$ cat src/sv/xtcb_ram.sv
// Generic synchronous RAM: one write port and two registered read ports.
// No dependencies.
module xtcb_ram #(
    parameter int WIDTH = 8,
    parameter int DEPTH = 64,
    localparam int AW = $clog2(DEPTH)
) (
    input  logic             clk,
    input  logic             wr_en,
    input  logic [AW-1:0]    wr_addr,
    input  logic [WIDTH-1:0] wr_data,
    input  logic [AW-1:0]    rd_a_addr,
    output logic [WIDTH-1:0] rd_a_data,
    input  logic [AW-1:0]    rd_b_addr,
    output logic [WIDTH-1:0] rd_b_data
);

    logic [WIDTH-1:0] mem [DEPTH];

    always_ff @(posedge clk) begin
        if (wr_en) begin
            mem[wr_addr] <= wr_data;
        end
        rd_a_data <= mem[rd_a_addr];
        rd_b_data <= mem[rd_b_addr];
    end

endmodule

$ cat config.mk
export PLATFORM = sky130hd
export DESIGN_NAME = xtcb_ram
export DESIGN_NICKNAME = d
export VERILOG_FILES = /design/src/sv/xtcb_ram.sv
export SDC_FILE = /design/constraint.sdc
export NUM_CORES = 1
export LEC_CHECK = 0
export ABC_CLOCK_PERIOD_IN_PS = 2700
export CORE_MARGIN = 10
export CORE_UTILIZATION = 50
export DETAILED_ROUTE_END_ITERATION = 8
export DONT_BUFFER_PORTS = 1
export PLACE_DENSITY = 0.72
export RECOVER_POWER = 100
export SLEW_MARGIN = 40
export SYNTH_ARGS = -nofsm -noshare
export SYNTH_HDL_FRONTEND = slang
export SYNTH_SLANG_ARGS = --single-unit
$ cat constraint.sdc
create_clock -name clk -period 2.7 [get_ports clk]
set_input_delay 0.54 -clock clk [delete_from_list [all_inputs] [get_ports clk]]
set_output_delay 0.54 -clock clk [all_outputs]
set_load 0.02 [all_outputs]
==> impl_metrics.yaml <==
outcome:
  status: "finished clean"
drt:
  detail-route-antenna-nets: 0
  vias: 13100
  viasPerCell: 6.86
  remaining_drc_errors: 0
  postRouteWirelength_um: 64100
  dr.pass1.iters: 5
  drt_first_iter_violations: 1895
  wl_per_cell_um: 33.6
clock_network:
  postCtsHoldBufs: 0
  htree_levels: 2
  cts_tree: "done"
  clk_pin_slew_ps: 60
  ctsResizeCount: 0
  cts_setup_buffers: 0
  clk_latency_ps: 600
  cts_num_sinks: 528
  cts.path.max_buffers: 3
  cts_inserted_buffers: 54
  cts_root_buf: "clkbuf_16"
pwr:
  p_switching_mw: 3.57
  total_power_mw: 17.6
  leakagePower_nw: 8.20
  ir_drop_mv: 0.511
  switching_share_pct: 20.3
  pwr-share-seq_pct: 52.2
  power_frac_comb_pct: 5.1
  p_per_area_nw_per_um2: 660
  intPower_mw: 14.0
  p_clk_share_pct: 42.7
floorplanning:
  row_count: 80
  dieArea_um2: 57800
  die_h_um: 240
  io_pins: 44
  start_util_pct: 50.7
  core_area_um2: 47800
  die_w_um: 240
finish:
  final_util_pct: 55.7
  fin_area_um2: 26600
  fillers: 3598
  syn_to_final_growth_pct: 9.76
  layout_common_cells: "512 x edfxtp_1, 270 x mux4_2, 85 x clkbuf_1"
  nets: 1275
  antenna_cells: 0
  drive_gt1_share_pct: 27.2
  final_common_cell: "edfxtp_1"
  instances_no_fill: 1907
global_routing:
  grt_start_max_net_pins: 127
  gr-total-overflow: 0
  grt.total_usage_pct: 22.5
  grt_pass1_vias: 13400
  grt_first_pass_wirelength_um: 93100
  antenna_found_initial: 0
sta:
  setup_viol_count_final: 0
  min_period_ps: 2100
  holdWs_ps: 39.1
  setup_slack_ps: 596
  hold_viol: 0
  slew_headroom_pct: 41.8
  rsz0062_at_grt: "no"
  max_freq_ghz: 0.475
  tightest_slew_ps: 873
  final_max_slew_viol_count: 0
  period_share_pct: 77.9
  tns_ps: 0
  fin_worst_skew_ps: 16.8
placed_design:
  dp_hpwl_um: 38400
  placed_area_um2: 25100
  io_buffers: 0
  gp_congestion: 0.856
  dpl.cell_count: 1806
  post-place-ws_ps: 443
critical_path:
  crit_family: "multiplexers"
  start_kind: "flip-flop"
  critPathArrivalTime_ps: 2540
  cp_slowest_stage_delay_ps: 520
  worstPathBufferInverterCount: 0
  slowest_stage: "mux4_2"
  required_ps: 3140
  crit_type: "reg2reg"
  crit_top_cell: "mux4_2"
  crit_fanout: 2
  path_cells: "mux4_2, mux4_2, o211ai_1, nand2_1"
  crit_path_end_kind: "flip-flop"
synthesis:
  synth-async-reset-ratio_pct: 0
  syn_inst: 1211
  synth_area_um2: 24300
  synth_ff_type: "edfxtp_1"
  yosysTopAreaCellShare_pct: 63.3
  ys_types: 38
  synth-seq-cells: 528
  yosysSeqAreaShare_pct: 64.7
  yosys.area.top_type: "edfxtp_1"
  synth_edf_count: 512
  yosys_warnings: 0
  syn_area_per_cell_um2: 20.0
  ys_top_cells_by_area: "edfxtp_1 63%, mux4_2 25%, mux2i_1 2.7%"
  syn-num-nets: 1239
flow_run:
  drv_cap: 0
hold_path:
  hp-class: "in2reg"
[cell usage after synthesis (2+ instances only)]
cell type	instances
a2111oi_0	2
a211oi_1	2
a21oi_1	10
a221o_1	5
a221oi_1	7
a22oi_1	14
and2_1	3
buf_1	11
buf_2	31
buf_4	12
buf_6	5
clkbuf_1	34
dfxtp_1	16
edfxtp_1	512
inv_1	2
mux2_2	2
mux2i_1	66
mux4_2	270
nand2_1	28
nand2b_1	6
nand3_1	20
nand3b_1	2
nand4_1	3
nor2_1	75
nor2b_1	8
nor3_1	2
o211ai_1	3
o21ai_0	17
o21ai_1	7
o221ai_1	5
o22ai_1	20
o31a_1	5
[state kept, by name, indices dropped and copies added, names as in the netlist]
| signal | flops |
|---|---|
| mem | 512 |
| rd_a_data | 8 |
| rd_b_data | 8 |
[path summary, 6_finish.rpt]
path	from	to	slack (ps)	depth (start not counted)
setup / recovery	mem[51][1]	rd_b_data[1]	600	4
hold / removal	wr_data[3]	mem[49][3]	40	0
setup reg to reg	mem[51][1]	rd_b_data[1]	600	4
hold reg to reg	mem[31][5]	rd_b_data[5]	890	5
[final cells by class]
cell class | count | area (um2) | area share (%)
Sequential cell | 528 | 15700 | 58.9
Timing Repair Buffer | 73 | 285 | 1.07
Multi-Input combinational cell | 587 | 8100 | 30.4
Inverter | 3 | 11.3 | 0.0423
Clock inverter | 25 | 244 | 0.916
Tap cell | 615 | 769 | 2.89
Clock buffer | 76 | 1540 | 5.77
[metal layers]
metal  track usage (%)  vias up  wire, um
met5                 0        -         0
met1              30.1     6916     23800
met4              6.83        0      1630
met2              35.8      775     31300
li1                  -     5301         -
met3              5.99       95      7340
[cells by family (layout without fill, tap and decap cells)]
kind of cell	count (synthesis)	in the layout	synth area share, %
mux	338	338	27.9
compound gates	100	100	2.81
flops	528	528	64.7
buf+inv	96	177	1.98
simple gates	149	149	2.69
[power groups by stage]
stage,sequential (mW),clock [mW],combinational (mW)
6_report,9.17,7.51,0.889
5_1_grt,9.18,7.93,0.921
4_1_cts,9.18,7.62,0.892
3_5_place_dp,9.35,0,0.887
3_3_place_gp,9.35,0,0.879
2_1_floorplan,9.31,0,0.883
Power figures use the tool's default switching activity.
